$ cat config.mk
export PLATFORM = sky130hd
export DESIGN_NAME = bucketed_true_range_wilder_atr_flat
export DESIGN_NICKNAME = d
export VERILOG_FILES = /design/src/hw/rtl/bta_pkg.sv /design/src/hw/rtl/bta_tick_if.sv /design/src/hw/rtl/bta_res_if.sv /design/src/hw/rtl/bta_cfg_if.sv /design/src/hw/rtl/bucketed_true_range_wilder_atr.sv /design/src/hw/rtl/bta_front.sv /design/src/hw/rtl/bta_div.sv /design/src/hw/rtl/bta_back.sv /design/src/flat_wrapper.sv
export SDC_FILE = /design/constraint.sdc
export NUM_CORES = 2
export LEC_CHECK = 0
export ABC_AREA = 1
export BUFFER_PORTS_ARGS = -buffer_cell sky130_fd_sc_hd__clkbuf_2
export CAP_MARGIN = 5
export CORE_MARGIN = 3
export CORE_UTILIZATION = 47
export DETAILED_ROUTE_END_ITERATION = 16
export PLACE_DENSITY = 0.66
export SLEW_MARGIN = 20
export SYNTH_ARGS = -nofsm -noshare
export SYNTH_HDL_FRONTEND = slang
export SYNTH_SLANG_ARGS = --single-unit
$ cat constraint.sdc
create_clock -name clk -period 10.2 [get_ports clk]
set_input_delay 2.04 -clock clk [delete_from_list [all_inputs] [get_ports clk]]
set_output_delay 2.04 -clock clk [all_outputs]
set_load 0.01 [all_outputs]
$ cat src/hw/rtl/bta_pkg.sv
`default_nettype none
package bta_pkg;

  localparam int TS_W    = 56;
  localparam int PRICE_W = 32;
  localparam int AVG_W   = 40;
  localparam int LEN_W   = 37;
  localparam int PER_W   = 8;
  localparam int FRAC_W  = 8;
  localparam int DIV_CW  = $clog2(TS_W + 1);
  localparam int IDX_W   = 2;
  localparam int Q_DEPTH = 2;
  localparam int Q_AW    = $clog2(Q_DEPTH);
  localparam int Q_CW    = $clog2(Q_DEPTH + 1);

  localparam logic [LEN_W-1:0] BAR_LEN_RST = LEN_W'(900000000);
  localparam logic [PER_W-1:0] PERIOD_RST  = PER_W'(10);

  typedef enum logic [IDX_W-1:0] {
    REG_BAR_LEN = 2'd0,
    REG_PERIOD  = 2'd1
  } cfg_reg_t;

  typedef enum logic [2:0] {
    S_IDLE,
    S_BKT,
    S_CLS,
    S_BAR,
    S_PRV,
    S_PWT,
    S_OUT
  } back_state_t;

  typedef struct packed {
    logic [TS_W-1:0]    ts;
    logic [PRICE_W-1:0] price;
  } tick_t;

  typedef struct packed {
    logic              start;
    logic [TS_W-1:0]   dividend;
    logic [LEN_W-1:0]  divisor;
    logic [DIV_CW-1:0] nbits;
  } div_req_t;

  typedef struct packed {
    logic            busy;
    logic            done;
    logic [TS_W-1:0] quotient;
  } div_rsp_t;

  typedef struct packed {
    logic             neg;
    logic [AVG_W-1:0] mag;
  } wilder_t;

  function automatic logic [PRICE_W-1:0] abs_diff(input logic [PRICE_W-1:0] a,
                                                  input logic [PRICE_W-1:0] b);
    return (a > b) ? a - b : b - a;
  endfunction

  function automatic logic [PRICE_W-1:0] true_range(input logic [PRICE_W-1:0] hi,
                                                    input logic [PRICE_W-1:0] lo,
                                                    input logic [PRICE_W-1:0] pc,
                                                    input logic               have_pc);
    logic [PRICE_W-1:0] tr;
    logic [PRICE_W-1:0] d1;
    logic [PRICE_W-1:0] d2;
    tr = hi - lo;
    d1 = abs_diff(hi, pc);
    d2 = abs_diff(lo, pc);
    if (have_pc) begin
      if (d1 > tr) tr = d1;
      if (d2 > tr) tr = d2;
    end
    return tr;
  endfunction

  function automatic wilder_t wilder_setup(input logic [AVG_W-1:0]   avg,
                                           input logic [PRICE_W-1:0] tr);
    wilder_t w;
    logic [AVG_W-1:0] target;
    target = {tr, {FRAC_W{1'b0}}};
    w.neg  = avg > target;
    w.mag  = w.neg ? avg - target : target - avg;
    return w;
  endfunction

endpackage
`default_nettype wire

$ cat src/hw/rtl/bta_tick_if.sv
`default_nettype none
interface bta_tick_if;
  import bta_pkg::*;

  logic               valid;
  logic               ready;
  logic [TS_W-1:0]    timestamp_us;
  logic [PRICE_W-1:0] price;

  modport source (output valid, output timestamp_us, output price, input ready);
  modport sink   (input valid, input timestamp_us, input price, output ready);
endinterface
`default_nettype wire

$ cat src/hw/rtl/bta_res_if.sv
`default_nettype none
interface bta_res_if;
  import bta_pkg::*;

  logic             valid;
  logic             ready;
  logic [AVG_W-1:0] completed_average;
  logic [AVG_W-1:0] preview_average;
  logic             average_ready;
  logic             bar_closed;

  modport source (output valid, output completed_average, output preview_average,
                  output average_ready, output bar_closed, input ready);
  modport sink   (input valid, input completed_average, input preview_average,
                  input average_ready, input bar_closed, output ready);
endinterface
`default_nettype wire

$ cat src/hw/rtl/bta_cfg_if.sv
`default_nettype none
interface bta_cfg_if;
  import bta_pkg::*;

  logic             valid;
  logic             ready;
  logic [IDX_W-1:0] index;
  logic [LEN_W-1:0] data;

  modport source (output valid, output index, output data, input ready);
  modport sink   (input valid, input index, input data, output ready);
endinterface
`default_nettype wire

$ cat src/hw/rtl/bucketed_true_range_wilder_atr.sv
// Each tick word takes a bucket division (56 steps) on the shared one-bit-per-cycle divider;
//   a tick that closes a bar on a seeded average takes one extra 40-step division, and every
//   tick after the first bar closes takes a 40-step preview division. A 2-word queue
//   buffers input while the back end works on one tick at a time, and zero-price words
//   are accepted and dropped with no result.
// Reset: synchronous active-low rst_n clears the bar-open, previous-close and seeded flags
//   and the average; bar length returns to 900000000 us and period to 10.
`default_nettype none
module bucketed_true_range_wilder_atr (
  input  logic       clk,
  input  logic       rst_n,
  bta_tick_if.sink   in_ch,
  bta_res_if.source  out_ch,
  bta_cfg_if.sink    cfg_ch
);
  import bta_pkg::*;

  logic [LEN_W-1:0] bar_len_r;
  logic [PER_W-1:0] period_r;
  logic             q_valid;
  tick_t            q_data;
  logic             q_pop;
  div_req_t         div_req;
  div_rsp_t         div_rsp;

  assign cfg_ch.ready = 1'b1;

  always_ff @(posedge clk) begin
    if (!rst_n) begin
      bar_len_r <= BAR_LEN_RST;
      period_r  <= PERIOD_RST;
    end else if (cfg_ch.valid) begin
      case (cfg_reg_t'(cfg_ch.index))
        REG_BAR_LEN: bar_len_r <= cfg_ch.data;
        REG_PERIOD:  period_r  <= cfg_ch.data[PER_W-1:0];
        default: ;
      endcase
    end
  end

  bta_front u_front (
    .clk     (clk),
    .rst_n   (rst_n),
    .in_ch   (in_ch),
    .q_valid (q_valid),
    .q_data  (q_data),
    .q_pop   (q_pop)
  );

  bta_div u_div (
    .clk   (clk),
    .rst_n (rst_n),
    .req   (div_req),
    .rsp   (div_rsp)
  );

  bta_back u_back (
    .clk     (clk),
    .rst_n   (rst_n),
    .bar_len (bar_len_r),
    .period  (period_r),
    .q_valid (q_valid),
    .q_data  (q_data),
    .q_pop   (q_pop),
    .div_req (div_req),
    .div_rsp (div_rsp),
    .out_ch  (out_ch)
  );

`ifndef SYNTHESIS
  a_div_idle_start: assert property (@(posedge clk) disable iff (!rst_n)
    div_req.start |-> !div_rsp.busy)
    else $error("divider started while busy");

  a_close_seeds: assert property (@(posedge clk) disable iff (!rst_n)
    (out_ch.valid && out_ch.bar_closed) |-> out_ch.average_ready)
    else $error("bar closed without a ready average");

  a_unseeded_zero: assert property (@(posedge clk) disable iff (!rst_n)
    (out_ch.valid && !out_ch.average_ready) |->
      (out_ch.completed_average == '0 && out_ch.preview_average == '0))
    else $error("nonzero average before first bar closed");
`endif

endmodule
`default_nettype wire

$ cat src/hw/rtl/bta_front.sv
`default_nettype none
module bta_front (
  input  logic           clk,
  input  logic           rst_n,
  bta_tick_if.sink       in_ch,
  output logic           q_valid,
  output bta_pkg::tick_t q_data,
  input  logic           q_pop
);
  import bta_pkg::*;

  tick_t            mem_r [Q_DEPTH];
  logic [Q_AW-1:0]  wr_ptr_r;
  logic [Q_AW-1:0]  rd_ptr_r;
  logic [Q_CW-1:0]  cnt_r;
  logic [Q_CW-1:0]  cnt_nxt;
  logic             push;
  logic             pop;

  assign in_ch.ready = (cnt_r != Q_CW'(Q_DEPTH));
  // drop zero-price words at the door
  assign push        = in_ch.valid && in_ch.ready && (in_ch.price != '0);
  assign q_valid     = (cnt_r != '0);
  assign pop         = q_pop && q_valid;
  assign q_data      = mem_r[rd_ptr_r];

  always_comb begin
    cnt_nxt = cnt_r;
    if (push && !pop) cnt_nxt = cnt_r + Q_CW'(1);
    else if (!push && pop) cnt_nxt = cnt_r - Q_CW'(1);
  end

  always_ff @(posedge clk) begin
    if (!rst_n) begin
      wr_ptr_r <= '0;
      rd_ptr_r <= '0;
      cnt_r    <= '0;
    end else begin
      cnt_r <= cnt_nxt;
      if (push) wr_ptr_r <= wr_ptr_r + Q_AW'(1);
      if (pop)  rd_ptr_r <= rd_ptr_r + Q_AW'(1);
    end
  end

  always_ff @(posedge clk) begin
    if (push) begin
      mem_r[wr_ptr_r].ts    <= in_ch.timestamp_us;
      mem_r[wr_ptr_r].price <= in_ch.price;
    end
  end

endmodule
`default_nettype wire

$ cat src/hw/rtl/bta_div.sv
`default_nettype none
module bta_div (
  input  logic              clk,
  input  logic              rst_n,
  input  bta_pkg::div_req_t req,
  output bta_pkg::div_rsp_t rsp
);
  import bta_pkg::*;

  logic [TS_W-1:0]   q_r;
  logic [LEN_W-1:0]  rem_r;
  logic [LEN_W-1:0]  d_r;
  logic [DIV_CW-1:0] cnt_r;
  logic              busy_r;
  logic              done_r;
  logic [LEN_W:0]    sh;
  logic [LEN_W:0]    dif;
  logic              ge;

  assign sh  = {rem_r, q_r[TS_W-1]};
  assign dif = sh - {1'b0, d_r};
  assign ge  = (sh >= {1'b0, d_r});

  assign rsp.busy     = busy_r;
  assign rsp.done     = done_r;
  assign rsp.quotient = q_r;

  always_ff @(posedge clk) begin
    if (!rst_n) begin
      busy_r <= 1'b0;
      done_r <= 1'b0;
      cnt_r  <= '0;
    end else begin
      done_r <= 1'b0;
      if (req.start && !busy_r) begin
        busy_r <= 1'b1;
        cnt_r  <= req.nbits;
      end else if (busy_r) begin
        cnt_r <= cnt_r - DIV_CW'(1);
        if (cnt_r == DIV_CW'(1)) begin
          busy_r <= 1'b0;
          done_r <= 1'b1;
        end
      end
    end
  end

  always_ff @(posedge clk) begin
    if (req.start && !busy_r) begin
      q_r   <= req.dividend;
      d_r   <= req.divisor;
      rem_r <= '0;
    end else if (busy_r) begin
      q_r   <= {q_r[TS_W-2:0], ge};
      rem_r <= ge ? dif[LEN_W-1:0] : sh[LEN_W-1:0];
    end
  end

endmodule
`default_nettype wire

$ cat src/hw/rtl/bta_back.sv
`default_nettype none
module bta_back (
  input  logic                       clk,
  input  logic                       rst_n,
  input  logic [bta_pkg::LEN_W-1:0]  bar_len,
  input  logic [bta_pkg::PER_W-1:0]  period,
  input  logic                       q_valid,
  input  bta_pkg::tick_t             q_data,
  output logic                       q_pop,
  output bta_pkg::div_req_t          div_req,
  input  bta_pkg::div_rsp_t          div_rsp,
  bta_res_if.source                  out_ch
);
  import bta_pkg::*;

  localparam int PAD_W = TS_W - AVG_W;

  back_state_t        state_r;
  back_state_t        state_nxt;

  logic [PRICE_W-1:0] price_r;
  logic [TS_W-1:0]    bucket_r;
  logic               closing_r;
  logic               new_bar_r;
  logic               neg_r;
  logic               bar_open_r;
  logic [TS_W-1:0]    cur_bucket_r;
  logic [PRICE_W-1:0] high_r;
  logic [PRICE_W-1:0] low_r;
  logic [PRICE_W-1:0] close_r;
  logic [PRICE_W-1:0] prev_r;
  logic               have_prev_r;
  logic [AVG_W-1:0]   avg_r;
  logic               seeded_r;
  logic [AVG_W-1:0]   preview_r;

  logic               out_valid_r;
  logic [AVG_W-1:0]   out_comp_r;
  logic [AVG_W-1:0]   out_prev_r;
  logic               out_ready_r;
  logic               out_closed_r;

  logic [LEN_W-1:0]   len_eff;
  logic [PER_W-1:0]   per_eff;
  logic [PRICE_W-1:0] tr_now;
  wilder_t            ws;
  logic               closing;
  logic               out_free;
  logic               wstart;
  logic [AVG_W-1:0]   wq;
  logic [AVG_W-1:0]   w_next;

  assign len_eff  = (bar_len == '0) ? LEN_W'(1) : bar_len;
  assign per_eff  = (period == '0) ? PER_W'(1) : period;
  assign tr_now   = true_range(high_r, low_r, prev_r, have_prev_r);
  assign ws       = wilder_setup(avg_r, tr_now);
  assign closing  = bar_open_r && (div_rsp.quotient != cur_bucket_r);
  assign out_free = !out_valid_r || out_ch.ready;
  assign wq       = div_rsp.quotient[AVG_W-1:0];
  assign w_next   = neg_r ? avg_r - wq : avg_r + wq;

  always_comb begin
    state_nxt = state_r;
    unique case (state_r)
      S_IDLE: if (q_valid) state_nxt = S_BKT;
      S_BKT: begin
        if (div_rsp.done) state_nxt = (closing && seeded_r) ? S_CLS : S_BAR;
      end
      S_CLS:  if (div_rsp.done) state_nxt = S_BAR;
      S_BAR:  state_nxt = S_PRV;
      S_PRV:  state_nxt = seeded_r ? S_PWT : S_OUT;
      S_PWT:  if (div_rsp.done) state_nxt = S_OUT;
      S_OUT:  if (out_free) state_nxt = S_IDLE;
      default: state_nxt = S_IDLE;
    endcase
  end

  always_comb begin
    q_pop            = 1'b0;
    wstart           = 1'b0;
    div_req.start    = 1'b0;
    div_req.dividend = q_data.ts;
    div_req.divisor  = len_eff;
    div_req.nbits    = DIV_CW'(TS_W);
    unique case (state_r)
      S_IDLE: begin
        q_pop         = q_valid;
        div_req.start = q_valid;
      end
      S_BKT: wstart = div_rsp.done && closing && seeded_r;
      S_PRV: wstart = seeded_r;
      default: ;
    endcase
    if (wstart) begin
      div_req.start    = 1'b1;
      div_req.dividend = {ws.mag, {PAD_W{1'b0}}};
      div_req.divisor  = {{(LEN_W-PER_W){1'b0}}, per_eff};
      div_req.nbits    = DIV_CW'(AVG_W);
    end
  end

  always_ff @(posedge clk) begin
    if (!rst_n) begin
      state_r     <= S_IDLE;
      bar_open_r  <= 1'b0;
      have_prev_r <= 1'b0;
      seeded_r    <= 1'b0;
      avg_r       <= '0;
      out_valid_r <= 1'b0;
    end else begin
      state_r <= state_nxt;
      if (state_r == S_BKT && div_rsp.done && closing && !seeded_r) begin
        avg_r    <= {tr_now, {FRAC_W{1'b0}}};
        seeded_r <= 1'b1;
      end
      if (state_r == S_CLS && div_rsp.done) avg_r <= w_next;
      if (state_r == S_BAR && new_bar_r) begin
        bar_open_r <= 1'b1;
        if (closing_r) have_prev_r <= 1'b1;
      end
      if (state_r == S_OUT && out_free) out_valid_r <= 1'b1;
      else if (out_ch.ready) out_valid_r <= 1'b0;
    end
  end

  always_ff @(posedge clk) begin
    if (q_pop) price_r <= q_data.price;
    if (wstart) neg_r <= ws.neg;
    if (state_r == S_BKT && div_rsp.done) begin
      bucket_r  <= div_rsp.quotient;
      closing_r <= closing;
      new_bar_r <= !bar_open_r || closing;
    end
    if (state_r == S_BAR) begin
      close_r <= price_r;
      if (new_bar_r) begin
        cur_bucket_r <= bucket_r;
        high_r       <= price_r;
        low_r        <= price_r;
        if (closing_r) prev_r <= close_r;
      end else begin
        if (price_r > high_r) high_r <= price_r;
        if (price_r < low_r)  low_r  <= price_r;
      end
    end
    if (state_r == S_PRV && !seeded_r) preview_r <= avg_r;
    if (state_r == S_PWT && div_rsp.done) preview_r <= w_next;
    if (state_r == S_OUT && out_free) begin
      out_comp_r   <= avg_r;
      out_prev_r   <= preview_r;
      out_ready_r  <= seeded_r;
      out_closed_r <= closing_r;
    end
  end

  assign out_ch.valid             = out_valid_r;
  assign out_ch.completed_average = out_comp_r;
  assign out_ch.preview_average   = out_prev_r;
  assign out_ch.average_ready     = out_ready_r;
  assign out_ch.bar_closed        = out_closed_r;

endmodule
`default_nettype wire

$ cat src/flat_wrapper.sv
// flat-port wrapper written by rule: the top's interface ports become plain ports
module bucketed_true_range_wilder_atr_flat import bta_pkg::*;
  (clk, rst_n, in_ch_valid, in_ch_timestamp_us, in_ch_price, in_ch_ready, out_ch_valid, out_ch_completed_average, out_ch_preview_average, out_ch_average_ready, out_ch_bar_closed, out_ch_ready, cfg_ch_valid, cfg_ch_index, cfg_ch_data, cfg_ch_ready);
  bta_tick_if in_ch_i ();
  bta_res_if out_ch_i ();
  bta_cfg_if cfg_ch_i ();
  input  logic clk;
  input  logic rst_n;
  input wire logic [$bits(in_ch_i.valid)-1:0] in_ch_valid;
  input wire logic [$bits(in_ch_i.timestamp_us)-1:0] in_ch_timestamp_us;
  input wire logic [$bits(in_ch_i.price)-1:0] in_ch_price;
  output wire logic [$bits(in_ch_i.ready)-1:0] in_ch_ready;
  output wire logic [$bits(out_ch_i.valid)-1:0] out_ch_valid;
  output wire logic [$bits(out_ch_i.completed_average)-1:0] out_ch_completed_average;
  output wire logic [$bits(out_ch_i.preview_average)-1:0] out_ch_preview_average;
  output wire logic [$bits(out_ch_i.average_ready)-1:0] out_ch_average_ready;
  output wire logic [$bits(out_ch_i.bar_closed)-1:0] out_ch_bar_closed;
  input wire logic [$bits(out_ch_i.ready)-1:0] out_ch_ready;
  input wire logic [$bits(cfg_ch_i.valid)-1:0] cfg_ch_valid;
  input wire logic [$bits(cfg_ch_i.index)-1:0] cfg_ch_index;
  input wire logic [$bits(cfg_ch_i.data)-1:0] cfg_ch_data;
  output wire logic [$bits(cfg_ch_i.ready)-1:0] cfg_ch_ready;
  assign in_ch_i.valid = in_ch_valid;
  assign in_ch_i.timestamp_us = in_ch_timestamp_us;
  assign in_ch_i.price = in_ch_price;
  assign in_ch_ready = in_ch_i.ready;
  assign out_ch_valid = out_ch_i.valid;
  assign out_ch_completed_average = out_ch_i.completed_average;
  assign out_ch_preview_average = out_ch_i.preview_average;
  assign out_ch_average_ready = out_ch_i.average_ready;
  assign out_ch_bar_closed = out_ch_i.bar_closed;
  assign out_ch_i.ready = out_ch_ready;
  assign cfg_ch_i.valid = cfg_ch_valid;
  assign cfg_ch_i.index = cfg_ch_index;
  assign cfg_ch_i.data = cfg_ch_data;
  assign cfg_ch_ready = cfg_ch_i.ready;
  bucketed_true_range_wilder_atr u_core (.clk(clk), .rst_n(rst_n), .in_ch(in_ch_i), .out_ch(out_ch_i), .cfg_ch(cfg_ch_i));
endmodule
==> metrics.yaml <==
yosys:
  muxShareOfSynthArea_pct: 0.08041
  syn_inst: 5728
  yosys_warnings: 0
  synth_flop_cell: "edfxtp_1"
  yosys.area_share.simple_pct: 16.68
  synth.distinct_cells: 73
  syn_nets: 6281
  synth_xor_area_share_pct: 4.995
  yosysSeqAreaShare_pct: 45.87
  ys_seq_elements: 808
  synth_area_mm2: 0.04979
  synth_top_family_by_area: "simple AND/OR/NAND/NOR gates"
  async_flop_share_pct: 0
  synthAdderAreaFrac_pct: 10.70
  synth.avg_cell_area_um2: 8.693
  synth_edf_count: 666
  synth_compound_area_share_pct: 14.23
timing:
  finalCritPeriodShare_pct: 94.35
  fin_skew_ps: 59.65
  final_hold_viol_count: 0
  drv_slew: 0
  hold_slack_ps: 385.8
  final.min_clock_period_ps: 9624
  tns_ps: 0
  slew_headroom_pct: 12.51
  worst_pin_slew_ps: 1279
  max_freq_mhz: 103.9
  setup_viol: 0
route:
  routed_wl_um: 155700
  first_pass_iters: 8
  wire_per_inst_um: 20.56
  postRouteAntennaNets: 0
  drc_errors: 0
  avgViaCountPerCell: 5.534
  vias: 41930
  drt_iter0_markers: 3653
power:
  vdd_ir_drop_max_mv: 0.1993
  p_leak_uw: 0.02513
  p_per_area_mw_per_mm2: 244.1
cts:
  numCtsBuffers: 87
  cts.path.max_buffers: 3
  cts.sinks: 808
  clkSlewWorstSetupHoldPaths_ps: 70
  ctsHoldBuffers: 0
  htree_levels: 3
  cts_tree: "yes"
  cts_root_buffer: "clkbuf_16"
  clk_latency_ps: 720
placed_design:
  io_buffer_count: 215
  dpl.hpwl_um: 122300
  dp_cells: 7401
  globalplace.congestion: 0.9979
grt:
  grt_pass1_wl_um: 237200
  antenna_found_initial: 3
  grt.overflow.total: 0
  grt_max_degree: 76
  grt_pass1_vias: 39830
  groute.usage.overall_pct: 27.69
die:
  dieArea_mm2: 0.1099
  die_h_um: 331.5
  rows: 118
  coreArea_mm2: 0.1044
  start_util_pct: 47.70
  die_width_um: 331.5
  io_pins: 217
critical_path:
  start_kind: "flip-flop"
  required_ps: 10630
  crit_top_cell: "nand2_1"
  cp_slowest_cell: "edfxtp_1"
  crit_arrival_ps: 10050
  worst-path-max-fanout: 29
  endpoint_kind: "flip-flop"
  crit_type: "reg2reg"
  max_stage_delay_ps: 390
finish:
  drive_gt1_share_pct: 11.99
  final_cell_mix: "nand2_1 (1210), inv_1 (783), edfxtp_1 (666), a21oi_1 (528), ha_1 (411)"
  fin_cells: 7576
  final_common_cell: "nand2_1"
  syn2layout_area_growth_pct: 14.82
  final_util_pct: 54.77
  final_nets: 6676
run_status:
  outcome: "finished clean"
run:
  maxCapViolations: 0
worst_hold_path:
  min-delay-path-class: "reg2reg"
## final cells by class
| class | count | area (um2) |
|---|---|---|
| Antenna cell | 1 | 2.502 |
| Clock buffer | 110 | 2395 |
| Clock inverter | 51 | 620.6 |
| Fill cell | 9560 | 47210 |
| Inverter | 803 | 3017 |
| Multi-Input combinational cell | 3956 | 23510 |
| Sequential cell | 808 | 22850 |
| Tap cell | 1380 | 1727 |
| Timing Repair Buffer | 467 | 3058 |
## report_power, final
| part | internal (uW) | switching [uW] | total (uW) |
|---|---|---|---|
| combinational | 2010 | 3730 | 5740 |
| sequential | 4350 | 575 | 4930 |
| clock | 1890 | 1390 | 3280 |
## worst max-delay path: cells and delay by family, from the launching register on
family / cells / cell delay (ps)
DFF: 1 / 390
adders and majority gates: 4 / 1220
AOI/OAI and AO/OA: 13 / 2310
buffers and inverters: 12 / 1730
and+or+nand+nor: 21 / 3310
xor gates and xnor gates: 1 / 370
## synth_stat cells, drive strengths merged (50+ instances only)
| cell type | number | area (um2) |
|---|---|---|
| nand2 | 1232 | 4677 |
| inv | 798 | 2998 |
| edfxtp | 666 | 20000 |
| a21oi | 539 | 2713 |
| ha | 413 | 5167 |
| nor2 | 395 | 1503 |
| o21ai | 392 | 1962 |
| xor2 | 190 | 1664 |
| nand3 | 188 | 975.9 |
| dfxtp | 142 | 2843 |
| clkbuf | 131 | 491.7 |
| xnor2 | 94 | 823.3 |
| nand4 | 66 | 419.2 |
| o211ai | 66 | 535.5 |
| nor3 | 50 | 266.5 |
## per-stage QoR
step                      setup WS, ps  power (uW)  instance area, um2
after CTS                        15.85       13900               56870
after detailed placement        -17.06       10590               53850
after floorplan                  894.2        8522               49800
after global routing            -14.00       14900               57170
final                            576.0       13950               57170
after global placement           92.51       10520               53830
## state kept, by name, indices dropped and copies added, names as in the netlist, 37 cells and up, named ones only
| signal | cells |
|---|---|
| u_core.u_back.bucket_r | 56 |
| u_core.u_div.d_r | 37 |
| u_core.u_div.rem_r | 37 |
| u_core.bar_len_r | 37 |
| u_core.u_back.avg_r | 40 |
| u_core.u_back.out_ch.preview_average | 40 |
| u_core.u_div.q_r | 56 |
| u_core.u_back.preview_r | 40 |
| u_core.u_back.cur_bucket_r | 56 |
| u_core.u_front.mem_r | 176 |
| u_core.u_back.out_ch.completed_average | 40 |
## logic make-up after synthesis
| group | after synthesis |
|---|---|
| other | 1 |
| adders and majority gates | 421 |
| AOI/OAI and AO/OA | 1243 |
| DFF | 808 |
| muxes | 4 |
| and+or+nand+nor | 2003 |
| buffers and inverters | 964 |
| xor gates and xnor gates | 284 |
## per-layer routing
| metal | wire length, um | GRT usage, % | vias to the layer above |
|---|---|---|---|
| li1 | - | - | 20260 |
| met1 | 70840 | 40.47 | 19880 |
| met2 | 68420 | 42.85 | 1559 |
| met3 | 12050 | 3.970 | 222 |
| met4 | 4412 | 7.883 | 2 |
| met5 | 12 | 0 | - |
## path summary, 6_finish.rpt
| path | from | endpoint | slack, ps | cells after the start |
|---|---|---|---|---|
| worst max-delay path | u_core.u_back.high_r[29] | u_core.u_div.q_r[29] | 580 | 51 |
| worst max register to register | u_core.u_back.high_r[29] | u_core.u_div.q_r[29] | 580 | 51 |
| worst min register to register | u_core.u_back.bucket_r[54] | u_core.u_back.cur_bucket_r[54] | 390 | 0 |
| worst min-delay path | u_core.u_back.bucket_r[54] | u_core.u_back.cur_bucket_r[54] | 390 | 0 |
## timing repair
item / in CTS / in global routing
endpoints found under the setup margin: 2 / 40
pin swaps: 0 / 12
gates resized for setup: 1 / 60
setup buffers: 0 / 12
cloned: 0 / 0
Power figures use the tool's default switching activity.
